===== config.mk =====
export PLATFORM = sky130hd
export DESIGN_NAME = vdo_csr
export DESIGN_NICKNAME = d
export VERILOG_FILES = /design/src/hdl/assert_macros.svh /design/src/hdl/vdo_pkg.sv /design/src/hdl/vdo_csr.sv
export SDC_FILE = /design/constraint.sdc
export NUM_CORES = 1
export LEC_CHECK = 0
export ABC_CLOCK_PERIOD_IN_PS = 2600
export BUFFER_PORTS_ARGS = -buffer_cell sky130_fd_sc_hd__buf_2
export CAP_MARGIN = 20
export CORE_MARGIN = 3
export CORE_UTILIZATION = 25
export DETAILED_ROUTE_END_ITERATION = 8
export HOLD_SLACK_MARGIN = 0.12
export PLACE_DENSITY = 0.5
export SYNTH_ARGS = -nofsm -noshare
export SYNTH_HDL_FRONTEND = slang
export SYNTH_SLANG_ARGS = --single-unit

===== constraint.sdc =====
create_clock -name clock -period 2.6 [get_ports clock]
set_clock_uncertainty 0.1 [all_clocks]
set_input_delay 0.13 -clock clock [delete_from_list [all_inputs] [get_ports clock]]
set_output_delay 0.13 -clock clock [all_outputs]
set_load 0.005 [all_outputs]

===== src/hdl/assert_macros.svh =====
// assertion macros shared by the observer modules
`ifndef ASSERT_MACROS_SVH
`define ASSERT_MACROS_SVH

// same-cycle implication, sampled on the rising clock edge
`define VDO_ASSERT_IMPL(label, ante, cons, msg) \
   label: assert property (@(posedge clock) disable iff (reset) (ante) |-> (cons)) \
      else $error(msg);

// next-cycle implication
`define VDO_ASSERT_NEXT(label, ante, cons, msg) \
   label: assert property (@(posedge clock) disable iff (reset) (ante) |=> (cons)) \
      else $error(msg);

`endif


===== src/hdl/vdo_pkg.sv =====
// types and constants of the velocity disturbance observer
`timescale 1ns / 1ps
package vdo_pkg;

   localparam int MUL_W  = 64;
   localparam int PROD_W = 128;
   localparam int DEN_W  = 49;
   localparam int GT_W   = 48;
   localparam int CNT_W  = 7;
   localparam int CSR_ADDR_W = 5;
   localparam int CSR_DATA_W = 32;

   localparam logic [DEN_W-1:0]  TWO_FX   = DEN_W'(1) << 33;
   localparam logic [PROD_W-1:0] TERM_CAP = PROD_W'(1) << 61;

   localparam logic [CNT_W-1:0] QA_STEPS = CNT_W'(31);
   localparam logic [CNT_W-1:0] QC_STEPS = CNT_W'(32);
   localparam logic [CNT_W-1:0] QE_STEPS = CNT_W'(32);
   localparam logic [CNT_W-1:0] QB_STEPS = CNT_W'(64);

   localparam logic [2:0] REG_MODE            = 3'd0;
   localparam logic [2:0] REG_CUTOFF_GAIN     = 3'd1;
   localparam logic [2:0] REG_SAMPLE_PERIOD   = 3'd2;
   localparam logic [2:0] REG_TORQUE_CONSTANT = 3'd3;
   localparam logic [2:0] REG_INERTIA         = 3'd4;

   localparam logic [31:0] RST_CUTOFF_GAIN     = 32'd6553600;
   localparam logic [31:0] RST_SAMPLE_PERIOD   = 32'd4294967;
   localparam logic [31:0] RST_TORQUE_CONSTANT = 32'd65536;
   localparam logic [31:0] RST_INERTIA         = 32'd16777;

   typedef enum logic [3:0] {
      OP_GT,
      OP_QA,
      OP_QC,
      OP_QE,
      OP_P,
      OP_QB,
      OP_TA,
      OP_TB,
      OP_TC
   } op_type;

   typedef struct packed {
      logic        mode;
      logic [31:0] cutoff_gain;
      logic [31:0] sample_period;
      logic [31:0] torque_constant;
      logic [31:0] inertia;
   } cfg_type;

   typedef struct packed {
      logic   accept;
      logic   start_mul;
      logic   start_div;
      op_type op;
      logic   finish;
   } cmd_type;

   typedef struct packed {
      logic mul_done;
      logic div_done;
      logic j_zero;
      logic out_full;
   } stat_type;

endpackage


===== src/hdl/vdo_csr.sv =====
// configuration register file behind the apb-style port
`timescale 1ns / 1ps
module vdo_csr
   import vdo_pkg::*;
(
   input  logic                  clock,
   input  logic                  reset,
   input  logic                  psel,
   input  logic                  penable,
   input  logic                  pwrite,
   input  logic [CSR_ADDR_W-1:0] paddr,
   input  logic [CSR_DATA_W-1:0] pwdata,
   output logic [CSR_DATA_W-1:0] prdata,
   output logic                  pready,
   output cfg_type               cfg
);

   cfg_type    cfg_ff;
   logic [2:0] index;
   logic       wr_en;

   assign index  = paddr[CSR_ADDR_W-1:2];
   assign pready = 1'b1;
   assign wr_en  = psel & penable & pwrite;
   assign cfg    = cfg_ff;

   always_ff @(posedge clock) begin
      if (reset) begin
         cfg_ff.mode            <= 1'b0;
         cfg_ff.cutoff_gain     <= RST_CUTOFF_GAIN;
         cfg_ff.sample_period   <= RST_SAMPLE_PERIOD;
         cfg_ff.torque_constant <= RST_TORQUE_CONSTANT;
         cfg_ff.inertia         <= RST_INERTIA;
      end else if (wr_en) begin
         case (index)
            REG_MODE:            cfg_ff.mode            <= pwdata[0];
            REG_CUTOFF_GAIN:     cfg_ff.cutoff_gain     <= pwdata;
            REG_SAMPLE_PERIOD:   cfg_ff.sample_period   <= pwdata;
            REG_TORQUE_CONSTANT: cfg_ff.torque_constant <= pwdata;
            REG_INERTIA:         cfg_ff.inertia         <= pwdata;
            default: ;
         endcase
      end
   end

   always_comb begin
      case (index)
         REG_MODE:            prdata = {{(CSR_DATA_W-1){1'b0}}, cfg_ff.mode};
         REG_CUTOFF_GAIN:     prdata = cfg_ff.cutoff_gain;
         REG_SAMPLE_PERIOD:   prdata = cfg_ff.sample_period;
         REG_TORQUE_CONSTANT: prdata = cfg_ff.torque_constant;
         REG_INERTIA:         prdata = cfg_ff.inertia;
         default:             prdata = '0;
      endcase
   end

endmodule


Word level (Yosys, flattened, before mapping)
Cells that the tools add are included.
Widths: inputs -> output; s select.
{"block": "word_totals", "elab_cells": 18, "register_bits": 129, "output_inout_bits": 162, "in_bits": 42}
{"block": "classes", "eq_ne": 4, "n_bitwise": 2, "reduce_logical": 6, "n_mux": 1}
{"cell": "$pmux 32 s5", "count": 1}
{"cell": "$reduce_and 2->1", "count": 5}
{"cell": "$eq 3x2->1 const B", "count": 2}
{"cell": "$eq 3x1->1 const B", "count": 1}
{"cell": "$eq 3x3->1 const B", "count": 1}
{"cell": "$logic_not 3->1", "count": 1}
{"cell": "$and 1x1->1", "count": 2}

Longest topological paths before layout
{"block": "depth", "word_depth": 3, "ltp_mapped": 6, "ltp_nobuf": 3}

Least setup slack after synthesis
No wires, ideal clock.
{"block": "synth_path", "path_type": "input-to-reg", "startpoint": "input paddr[2]", "endpoint": "register cfg_ff, in the netlist cfg[48]", "stages": 6, "n_path_buf": 3, "setup_ns": 0.121, "t_arrival_ns": 1.093, "path_slack_ns": 1.287, "required_ns": 2.379, "path_cell_list": "buf_6 -> nand4_2 -> or3b_1 -> buf_6 -> buf_6 -> mux2i_1"}
{"block": "synth_via", "elab_chain_cells": 2}
{"element": "start, declared", "line": "vdo_csr.sv:11", "text": "input logic [CSR_ADDR_W-1:0] paddr,"}
{"element": "$eq 3x2->1", "line": "vdo_csr.sv:35", "text": "case (index)"}
{"element": "$reduce_and 2->1 (no line)"}
{"element": "end, declared", "line": "vdo_csr.sv:18", "text": "cfg_type cfg_ff;"}
Every way passes these cells.
A chain may end at the register's enable or synchronous reset.

Worst setup path in the final report
{"block": "layout_path", "startpoint": "input paddr[3]", "endpoint": "output prdata[6]"}
{"block": "layout_via", "elab_chain_cells": 2, "word_cells_on_any_way": 6, "cone_classes": "eq/ne (4); mux (1); reduce/logical (1)"}
{"element": "$eq 3x3->1, or another cell as far along", "line": "vdo_csr.sv:47", "text": "case (index)"}
{"element": "$pmux 32 s5 (*)", "line": "vdo_csr.sv:47"}
{"element": "end, declared", "line": "vdo_csr.sv:13", "text": "output logic [CSR_DATA_W-1:0] prdata,"}
Mark *: on every way between the ends. The rest lies on a longest branch, timed or not.

==> summary.md <==
| Metric | Value |
|---|---|
| CTS tree | `yes` |
| Clock Latency Late Sink | `0.41 ns` |
| Final GP Congestion | `0.721` |
| H-tree depth | `4` |
| Largest net degree at the start of global routing | `95` |
| Sequential-to-total area share from yosys stat | `42.1%` |
| Yosys top cell area share | `42.1%` |
| Total number of vias | `5211` |
| Crit path launch type | `input port` |
| Area delta synth->final | `36.6%` |
| Die H | `163 microns` |
| Reg clk slew, reported paths | `0.06 ns` |
| Rows | `56` |
| Final Slew Violations | `0` |
| # setup viols final | `0` |
| Final period utilization | `66.8%` |
| Status | `finished clean` |
| Initial antenna violation count | `1` |
| Setup Fix Bufs, Post-CTS | `0` |
| Synth area leader | `dfxtp_1` |
| Min-Delay Path Class | `in -> reg` |
| Max reg flops | `129` |
| F_max | `0.576 GHz` |
| TritonCTS buffer count | `17` |
| Ys Warns | `0` |
| Ant diodes | `0` |
| I/O pins | `204` |
| TritonCTS sink count | `129` |
| Max Cap Violations | `0` |
| Pwr/cell area | `559 nW/um^2` |
| GR Util met2 | `26.0%` |
| Top cells by area, synth | `dfxtp_1, mux2i_1, nand2b_1` |
| Final WS setup | `0.864 ns` |
| Fin crit period | `1.74 ns` |
| FILL cells | `2490` |
| Synth async-reset ratio | `0%` |
| Leakage power | `4.06 nW` |
| Layout cell share with drive strength beyond 1 | `33.4%` |
| Cells after Synth | `630` |
| DIE WIDTH | `163 microns` |
| DR pass1 iterations | `4` |
| CP endpoint kind | `output pin` |
| Clock buffer depth | `2` |
| Final WL | `20700 microns` |
| Nets | `891` |
| Dpl ws | `0.669 ns` |
| EDFF count, synth | `0` |
| Die ar. | `26500 sq um` |
| Fin. Hold Viols | `0` |
| Kind of critical path | `in -> out` |
| Vias per cell | `4.41` |
| 1st-iter DRT viols | `240` |
| Global Route met1 Usage | `19.9%` |
| RSZ-0062 raised after global routing | `no` |
| Vias in the first global route | `5117` |
| Routed Antenna Nets | `0` |
| Top_reg_cell synth | `dfxtp_1` |
| Crit path DAT | `1.51 ns` |
| Syn Std Cell Area | `6140 sq um` |
| Grt peak-use layer | `met2` |
| CP Max Fanout | `18` |
| Global route overflow | `0` |
| Syn Area/Cell | `9.75 sq um` |
| Drt wl/cell | `17.5 microns` |
| Hold WS | `0.150 ns` |
| CTS root buffer | `clkbuf_16` |
| WP data required | `2.37 ns` |
| Wire length of the first global-routing pass | `31400 microns` |
| Initial Util | `25.8%` |
| Drt drc | `0` |
| Max VDD drop | `0.342 mV` |
| Global-route usage over all layers | `15.5%` |
| Met3 GRT Util | `4.04%` |
| Syn_nets | `672` |
| Setup TNS Final | `0 ns` |
| Synth cell types | `24` |
| HPWL Detailed | `13700 microns` |
| Port bufs | `200` |
| Number of synthesized register bits | `129` |
| Core area | `23800 sq um` |
| R2R Setup Slk | `1.85 ns` |
==> per-stage QoR <==
step / utilization, % / instance area [sq um] / power, mW / cells
after global routing: 35.2 / 8380 / 4.88 / 1181
final: 35.2 / 8380 / 4.69 / 1181
after CTS: 35.2 / 8380 / 4.78 / 1181
after detailed placement: 31.4 / 7490 / 2.38 / 1116
after floorplan: - / 6140 / 2.23 / 630
after global placement: 31.4 / 7490 / 2.38 / 1116
==> cells in the mapped netlist (4+ instances only) <==
master    number
a22oi_1       31
buf_1          4
buf_2         18
buf_6          5
clkbuf_1      25
dfxtp_1      129
mux2_2        31
mux2i_1      131
nand2_1       33
nand2b_1     143
nor2_1        35
o21ai_0       32
==> cells in the final DEF (no fill, tap or decap) <==
master	netlist	final
a22oi_1	31	31
and3b_2	0	1
and4b_1	1	1
buf_12	0	3
buf_2	18	199
buf_4	1	18
bufinv_16	0	1
clkbuf_1	25	1
clkbuf_16	0	17
clkbuf_8	0	4
clkinv_2	0	6
clkinv_4	0	1
clkinvlp_4	0	2
conb_1	1	1
dfxtp_1	129	129
dlygate4sd3_1	0	33
mux2_2	31	31
mux2i_1	131	131
nand2_1	33	33
nand2b_1	143	143
nand3b_1	2	2
nand4_2	1	1
nor2_1	35	35
nor2b_4	0	1
nor3_2	0	1
nor3b_2	0	1
o21a_1	1	1
o21ai_0	32	32
o22ai_1	1	1
or3b_2	0	1
==> final cells by class <==
| cell class | instances | area (sq um) | area share (%) |
|---|---|---|---|
| Timing Repair Buffer | 253 | 1520 | 18.1 |
| Tap cell | 319 | 399 | 4.76 |
| Sequential cell | 129 | 2580 | 30.8 |
| Clock inverter | 10 | 83.8 | 1.00 |
| Clock buffer | 22 | 484 | 5.78 |
| Multi-Input combinational cell | 448 | 3310 | 39.5 |
==> worst max-delay path, cell delays in order <==
cell	delay, ns
buf_2	0.19
buf_4	0.37
mux2_2	0.37
a22oi_1	0.15
o21ai_0	0.13
buf_2	0.15
==> report_power, final <==
part           leakage [nW]  switching, mW  internal (mW)
combinational          2.74          0.192          0.170
clock                 0.281          0.913           1.41
sequential             1.04         0.0118           1.99
==> per-layer routing <==
layer | up-vias | routed length, microns
li1 | 2589 | -
met1 | 2457 | 9500
met2 | 151 | 9820
met3 | 14 | 1190
met4 | 0 | 197
met5 | - | 0
==> logic make-up (layout without fill, tap and decap cells) <==
group                  Yosys count  in the layout  share of synthesized area, %
and+or+nand+nor                220            220                          19.9
muxes                          162            162                          27.0
DFF                            129            129                          42.1
AOI/OAI and AO/OA               65             65                          6.62
buffers and inverters           53            285                          4.28
other                            1              1                        0.0611
==> path summary, 6_finish.rpt <==
kind | startpoint | endpoint | cells past startpoint
worst max-delay path | paddr[3] | prdata[6] | 6
worst min-delay path | reset | cfg[7] | 3
worst min register to register | cfg[94] | cfg[94] | 2
worst max register to register | cfg[96] | cfg[96] | 2
==> timing repair <==
item                      4_1_cts  5_1_grt
hold endpoints to repair      129        0
gates resized for setup         0        0
hold buffers                   33        0
Note: power is estimated with default switching activity, not from simulation.
