$ cat src/hdl/assert_macros.svh
// assertion macros shared by the observer modules
`ifndef ASSERT_MACROS_SVH
`define ASSERT_MACROS_SVH

// same-cycle implication, sampled on the rising clock edge
`define VDO_ASSERT_IMPL(label, ante, cons, msg) \
   label: assert property (@(posedge clock) disable iff (reset) (ante) |-> (cons)) \
      else $error(msg);

// next-cycle implication
`define VDO_ASSERT_NEXT(label, ante, cons, msg) \
   label: assert property (@(posedge clock) disable iff (reset) (ante) |=> (cons)) \
      else $error(msg);

`endif

$ cat src/hdl/vdo_pkg.sv
// types and constants of the velocity disturbance observer
`timescale 1ns / 1ps
package vdo_pkg;

   localparam int MUL_W  = 64;
   localparam int PROD_W = 128;
   localparam int DEN_W  = 49;
   localparam int GT_W   = 48;
   localparam int CNT_W  = 7;
   localparam int CSR_ADDR_W = 5;
   localparam int CSR_DATA_W = 32;

   localparam logic [DEN_W-1:0]  TWO_FX   = DEN_W'(1) << 33;
   localparam logic [PROD_W-1:0] TERM_CAP = PROD_W'(1) << 61;

   localparam logic [CNT_W-1:0] QA_STEPS = CNT_W'(31);
   localparam logic [CNT_W-1:0] QC_STEPS = CNT_W'(32);
   localparam logic [CNT_W-1:0] QE_STEPS = CNT_W'(32);
   localparam logic [CNT_W-1:0] QB_STEPS = CNT_W'(64);

   localparam logic [2:0] REG_MODE            = 3'd0;
   localparam logic [2:0] REG_CUTOFF_GAIN     = 3'd1;
   localparam logic [2:0] REG_SAMPLE_PERIOD   = 3'd2;
   localparam logic [2:0] REG_TORQUE_CONSTANT = 3'd3;
   localparam logic [2:0] REG_INERTIA         = 3'd4;

   localparam logic [31:0] RST_CUTOFF_GAIN     = 32'd6553600;
   localparam logic [31:0] RST_SAMPLE_PERIOD   = 32'd4294967;
   localparam logic [31:0] RST_TORQUE_CONSTANT = 32'd65536;
   localparam logic [31:0] RST_INERTIA         = 32'd16777;

   typedef enum logic [3:0] {
      OP_GT,
      OP_QA,
      OP_QC,
      OP_QE,
      OP_P,
      OP_QB,
      OP_TA,
      OP_TB,
      OP_TC
   } op_type;

   typedef struct packed {
      logic        mode;
      logic [31:0] cutoff_gain;
      logic [31:0] sample_period;
      logic [31:0] torque_constant;
      logic [31:0] inertia;
   } cfg_type;

   typedef struct packed {
      logic   accept;
      logic   start_mul;
      logic   start_div;
      op_type op;
      logic   finish;
   } cmd_type;

   typedef struct packed {
      logic mul_done;
      logic div_done;
      logic j_zero;
      logic out_full;
   } stat_type;

endpackage

$ cat src/hdl/vdo_ctrl.sv
// sequencer that steps the datapath through one sample
`timescale 1ns / 1ps
`include "assert_macros.svh"
module vdo_ctrl
   import vdo_pkg::*;
(
   input  logic     clock,
   input  logic     reset,
   input  logic     req_valid,
   output logic     req_stall,
   input  logic     rsp_stall,
   input  stat_type stat,
   output cmd_type  cmd
);

   typedef enum logic [3:0] {
      ST_IDLE,
      ST_GT,
      ST_QA,
      ST_QC,
      ST_QE,
      ST_P,
      ST_QB,
      ST_TA,
      ST_TB,
      ST_TC,
      ST_ADD,
      ST_FINAL
   } state_type;

   state_type state_ff;
   state_type state_in;
   logic      entry_ff;

   always_ff @(posedge clock) begin
      if (reset) begin
         state_ff <= ST_IDLE;
         entry_ff <= 1'b0;
      end else begin
         state_ff <= state_in;
         entry_ff <= (state_in != state_ff);
      end
   end

   always_comb begin
      state_in      = state_ff;
      cmd.accept    = 1'b0;
      cmd.start_mul = 1'b0;
      cmd.start_div = 1'b0;
      cmd.op        = OP_GT;
      cmd.finish    = 1'b0;
      case (state_ff)
         ST_IDLE: begin
            cmd.accept = req_valid;
            if (req_valid) begin
               state_in = stat.j_zero ? ST_FINAL : ST_GT;
            end
         end
         ST_GT: begin
            cmd.op        = OP_GT;
            cmd.start_mul = entry_ff;
            if (stat.mul_done) state_in = ST_QA;
         end
         ST_QA: begin
            cmd.op        = OP_QA;
            cmd.start_div = entry_ff;
            if (stat.div_done) state_in = ST_QC;
         end
         ST_QC: begin
            cmd.op        = OP_QC;
            cmd.start_div = entry_ff;
            if (stat.div_done) state_in = ST_QE;
         end
         ST_QE: begin
            cmd.op        = OP_QE;
            cmd.start_div = entry_ff;
            if (stat.div_done) state_in = ST_P;
         end
         ST_P: begin
            cmd.op        = OP_P;
            cmd.start_mul = entry_ff;
            if (stat.mul_done) state_in = ST_QB;
         end
         ST_QB: begin
            cmd.op        = OP_QB;
            cmd.start_div = entry_ff;
            if (stat.div_done) state_in = ST_TA;
         end
         ST_TA: begin
            cmd.op        = OP_TA;
            cmd.start_mul = entry_ff;
            if (stat.mul_done) state_in = ST_TB;
         end
         ST_TB: begin
            cmd.op        = OP_TB;
            cmd.start_mul = entry_ff;
            if (stat.mul_done) state_in = ST_TC;
         end
         ST_TC: begin
            cmd.op        = OP_TC;
            cmd.start_mul = entry_ff;
            if (stat.mul_done) state_in = ST_ADD;
         end
         ST_ADD: begin
            state_in = ST_FINAL;
         end
         ST_FINAL: begin
            if (!stat.out_full || !rsp_stall) begin
               cmd.finish = 1'b1;
               state_in   = ST_IDLE;
            end
         end
         default: begin
            state_in = ST_IDLE;
         end
      endcase
   end

   assign req_stall = (state_ff != ST_IDLE);

   `VDO_ASSERT_NEXT(a_busy_after_transfer, cmd.accept, req_stall,
                    "input taken again before the sample finished")
   `VDO_ASSERT_IMPL(a_start_single, cmd.start_mul, !cmd.start_div,
                    "both units started together")
   `VDO_ASSERT_IMPL(a_finish_in_final, cmd.finish, state_ff == ST_FINAL,
                    "result written outside the final step")

endmodule

$ cat config.mk
export PLATFORM = sky130hd
export DESIGN_NAME = vdo_ctrl
export DESIGN_NICKNAME = d
export VERILOG_FILES = /design/src/hdl/vdo_pkg.sv /design/src/hdl/vdo_ctrl.sv
export VERILOG_INCLUDE_DIRS = /design/src /design/src/hdl
export SDC_FILE = /design/constraint.sdc
export NUM_CORES = 1
export LEC_CHECK = 0
export BUFFER_PORTS_ARGS = -buffer_cell sky130_fd_sc_hd__buf_2
export CAP_MARGIN = 20
export CORE_AREA = 4 4 41 43
export CTS_BUF_LIST = sky130_fd_sc_hd__clkbuf_16
export DETAILED_ROUTE_END_ITERATION = 8
export DIE_AREA = 0 0 45 47
export PLACE_DENSITY = 0.72
export SLEW_MARGIN = 20
export SYNTH_ARGS = -nofsm -noshare
export SYNTH_HDL_FRONTEND = slang
export SYNTH_SLANG_ARGS = --single-unit
$ cat constraint.sdc
create_clock -name clock -period 1.4 [get_ports clock]
set_input_delay 0.07 -clock clock [delete_from_list [all_inputs] [get_ports clock]]
set_output_delay 0.07 -clock clock [all_outputs]
set_load 0.005 [all_outputs]
Word-level counts from Yosys, hierarchy flattened
Cells that the tools add are included.
{ "classes": {"n_eq_ne": 12, "n_mux": 19, "reduce_logical": 7} }
{ "ops": {"columns": ["cell", "count"], "rows": [
  ["$mux W4", 12],
  ["$pmux W4 S12", 1],
  ["$pmux W4 S8", 1],
  ["$eq A4 B3 Y1 const B", 4],
  ["$eq A4 B4 Y1 const B", 4],
  ["$eq A4 B2 Y1 const B", 2],
  ["$mux W1", 5],
  ["$reduce_or A5 Y1", 1],
  ["$eq A4 B1 Y1 const B", 1],
  ["$logic_not A4 Y1", 1],
  ["$ne A4 B4 Y1", 1],
  ["$reduce_bool A4 Y1", 1],
  ["$reduce_or A4 Y1", 1],
  ["$logic_not A1 Y1", 2],
  ["$logic_or A1 B1 Y1", 1]
]} }
{ "totals": {"reg_bits": 5, "inputBits": 8, "output_inout_bits": 9, "elab_cells": 40} }

Logic depth before layout (Yosys ltp)
{ "depth": {"depth_word": 5, "mapped_depth": 7, "depth_no_buf": 5} }

Worst setup path after synthesis
Ideal clock, no wire load.
{ "synth_timing": {"path_kind": "register to register", "startpoint": "register state_ff[2]", "endpoint": "register entry_ff", "setup_ns": 0.120, "arrival_ns": 1.209, "required_ns": 1.280, "slack_ns": 0.071, "stages_incl_launch_ff": 7, "n_path_buf": 1, "synth_period_minus_slack_ns": 1.329, "path_cell_list": "dfxtp_1 buf_6 or2_1 a32oi_1 o311ai_2 xnor2_1 a21oi_1"} }
{ "synth_between": {"elab_chain_cells": 3, "elab_cells_between_ends": 25, "classes_between": "eq/ne: 12; mux: 12; reduce/logical: 1"} }
{ "synth_rtl": {"columns": ["element", "line_no", "rtl"], "rows": [
  ["start: declaration", "vdo_ctrl.sv:31", "state_type state_ff;"],
  ["start signal: assignment", "vdo_ctrl.sv:40", "state_ff <= state_in;"],
  ["$eq A4 B4 Y1, or another cell as far along", "vdo_ctrl.sv:52", "case (state_ff)"],
  ["$pmux W4 S12", "vdo_ctrl.sv:52", null],
  ["$ne A4 B4 Y1 *", "vdo_ctrl.sv:41", "entry_ff <= (state_in != state_ff);"],
  ["end signal: assignment", "vdo_ctrl.sv:41", null],
  ["end: declaration", "vdo_ctrl.sv:33", "logic entry_ff;"]
]} }
Mark *: on every way between the ends. The rest lies on a longest branch, timed or not.
A chain may end at the register's enable or synchronous reset.

==> impl_metrics.py <==
metrics = {
    "critical_path": {
        "path_cells": "buf_6 > and3b_2 > buf_4 > a21o_1 > buf_2",
        "cp.required_ns": 1.33,
        "path_class": "reg2out",
        "crit_slowest_cell": "dfxtp_4",
        "end_kind": "output port",
        "cp_top_family": "buffers and inverters",
        "crit_path_end": "cmd[2]",
        "cp-start-kind": "flip-flop",
        "worst-path-stages": 5,
        "r2r-end": "entry_ff$_SDFF_PP0_",
        "critPathMaxFanout": 6,
        "cp_slowest_stage_delay_ns": 0.37,
        "setup.worst_path.start": "state_ff[0]$_SDFF_PP0_",
        "arrival_ns": 1.32,
        "r2r_setup_slack_ns": 0.03,
        "rr_startpoint": "state_ff[1]$_SDFF_PP0_",
        "cp.buffers_inverters": 3,
        "r2r_cells": 5,
    },
    "global_route": {
        "grt_max_degree": 10,
        "grt_overflow": 0,
        "grtUsageMet2": 0.274,
        "grt_pass1_wl_mm": 2.46,
        "grtUsageMet1": 0.194,
        "grt_usage": 0.160,
        "gr-usage-met3": 0.0192,
        "grt_pass1_vias": 562,
        "antenna_found_initial": 0,
        "grt.busiest_layer": "met2",
    },
    "logic_synthesis": {
        "synthesis.nets": 71,
        "yosys_register_bits": 5,
        "async_flop_share": 0,
        "syn_inst": 63,
        "synth_top_area_cell": "dfxtp_1",
        "synth_area_leaders": "dfxtp_1 (20%), nor2b_1 (6.1%), nor2_1 (5.1%), buf_6 (4.4%), nor4_4 (4.2%)",
        "synth_ff_type": "dfxtp_1",
        "yosys.area.top_type_share": 0.196,
        "synth_edf_count": 0,
        "synth_area_sq_um": 510,
        "syn_avg_cell_area_sq_um": 8.10,
        "synth_common_cells": "nor2_1 (7), dfxtp_1 (5), nand2_1 (5), nor2b_1 (5), a21oi_1 (3)",
        "yosysMostFrequentCell": "nor2_1",
        "synth_cell_types": 34,
        "ys_warn_count": 0,
        "yosysSeqAreaShare": 0.196,
    },
    "timing": {
        "timing.slew.headroom": 0.803,
        "tightestPinTransition_ns": 0.295,
        "holdWs_ns": 0.0687,
        "skew_ns": 0.0000769,
        "rsz0062_at_grt": "yes",
        "max_freq_ghz": 0.722,
        "finalMaxSlewViolations": 0,
        "fin_crit_ns": 1.39,
        "setup_viol_count_final": 0,
        "fin_tns_setup_ns": 0,
        "period_share": 0.989,
        "hold_viol_final": 0,
    },
    "die": {
        "die_x_um": 45,
        "die-area_sq_um": 2120,
        "num_rows": 13,
        "coreArea_sq_um": 1300,
        "initial_core_util": 0.392,
        "ios": 17,
        "die-height_um": 47,
    },
    "finish": {
        "antennaDiodeCount": 0,
        "nets": 107,
        "fill_cells": 102,
        "syn2layout_area_growth_pct": 71.8,
        "layout-drive-gt1-share": 0.592,
    },
    "detailed_routing": {
        "drt_first_iter_violations": 8,
        "ant_nets": 0,
        "wirelength_mm": 1.59,
        "num_vias": 590,
        "drc": 0,
        "viasPerCell": 5.22,
        "wl_per_cell_um": 14.0,
        "first_pass_iters": 4,
    },
    "placement": {
        "port_buffers": 16,
        "gp_congestion": 0.858,
        "place_hpwl_mm": 1.03,
    },
    "run": {
        "maxCapViolCount": 0,
    },
    "outcome": {
        "status": "finished, final reports clean",
    },
    "clocking": {
        "clk_pin_slew_ns": 0.03,
        "cts_tree": "done",
        "clk_latency_ns": 0.22,
        "htreeDepth": 1,
        "cts_root_buf": "clkbuf_16",
        "clock-sinks": 5,
        "cts_buffer_depth": 2,
        "numCtsBuffers": 3,
    },
    "worst_hold_path": {
        "hp-class": "in2reg",
    },
    "pwr": {
        "ir_drop_v": 0.00120,
        "p_per_area_nw_per_um2": 1600,
        "p_leak_uw": 0.000406,
    },
}
## worst reg2reg max path: stages (launching register included)
cell,delay [ns]
dfxtp_4,0.36
or2_4,0.26
a32oi_2,0.22
o311ai_2,0.16
xnor2_1,0.17
a21oi_1,0.08
## cell families after synthesis
family,count (synthesis),share of synthesized area
compound gates,16,0.262
buf+inv,7,0.0931
mux,2,0.0392
simple gates,30,0.358
flops,5,0.196
xor+xnor,3,0.0515
## final cells by class
type | instances | area (sq um) | area share
Multi-Input combinational cell | 51 | 414 | 0.472
Timing Repair Buffer | 36 | 245 | 0.280
Sequential cell | 5 | 113 | 0.128
Clock buffer | 3 | 75.1 | 0.0856
Tap cell | 15 | 18.8 | 0.0214
Inverter | 2 | 7.51 | 0.00856
Clock inverter | 1 | 3.75 | 0.00428
## power breakdown
| part | internal, uW | switching, uW |
|---|---|---|
| Combinational | 422 | 286 |
| Sequential | 186 | 56.4 |
| Clock | 369 | 83.6 |
## stage by stage
step / setup slack, ns / util / cells / instance area [sq um] / total power, uW
2_1_floorplan: 0.0710 / - / 63 / 510 / 570
3_3_place_gp: -0.146 / 0.518 / 103 / 674 / 786
3_5_place_dp: -0.181 / 0.518 / 103 / 674 / 794
4_1_cts: 0.00380 / 0.629 / 112 / 818 / 1340
5_1_grt: -0.0565 / 0.674 / 113 / 877 / 1500
6_report: 0.0147 / 0.674 / 113 / 877 / 1400
## metal layers
metal  part of all wire  up-vias
met1               0.43      273
met4             0.0088        0
met2               0.52       15
met5                  0        -
li1                   -      300
met3              0.037        2
## timing repair
| action | 4_1_cts | 5_1_grt |
|---|---|---|
| resized for setup | 13 | 12 |
| buffers inserted | 5 | 1 |
| setup endpoints to repair | 10 | 7 |
| pin swaps | 5 | 6 |
| hold buffers | 0 | 0 |
## worst min-delay path by stage
stage / end / slack [ns] / startpoint / cells past startpoint
detailed placement: state_ff[0]$_SDFF_PP0_ / 0.31 / reset / 2
global placement: entry_ff$_SDFF_PP0_ / 0.30 / reset / 2
CTS: state_ff[0]$_SDFF_PP0_ / 0.06 / reset / 2
global route: state_ff[0]$_SDFF_PP0_ / 0.09 / reset / 2
floorplan: entry_ff$_SDFF_PP0_ / 0.14 / reset / 1
finish: state_ff[0]$_SDFF_PP0_ / 0.07 / reset / 2
## flip-flops by register name, summed over array words and instances, names as in the netlist
name / flops
entry_ff: 1
state_ff: 4
## placed cells by master (no fill, tap or decap), types with 2 or more instances in the layout
master / count
buf_6: 4
buf_2: 16
nor3b_1: 2
a21oi_2: 2
nand2b_1: 2
mux2i_1: 2
nor2b_1: 3
nor2_1: 5
buf_4: 16
clkbuf_16: 3
dfxtp_4: 3
nand2_1: 5
nor2_2: 2
a221oi_1: 2
inv_1: 3
No activity file was read; power rests on OpenSTA's default activity.
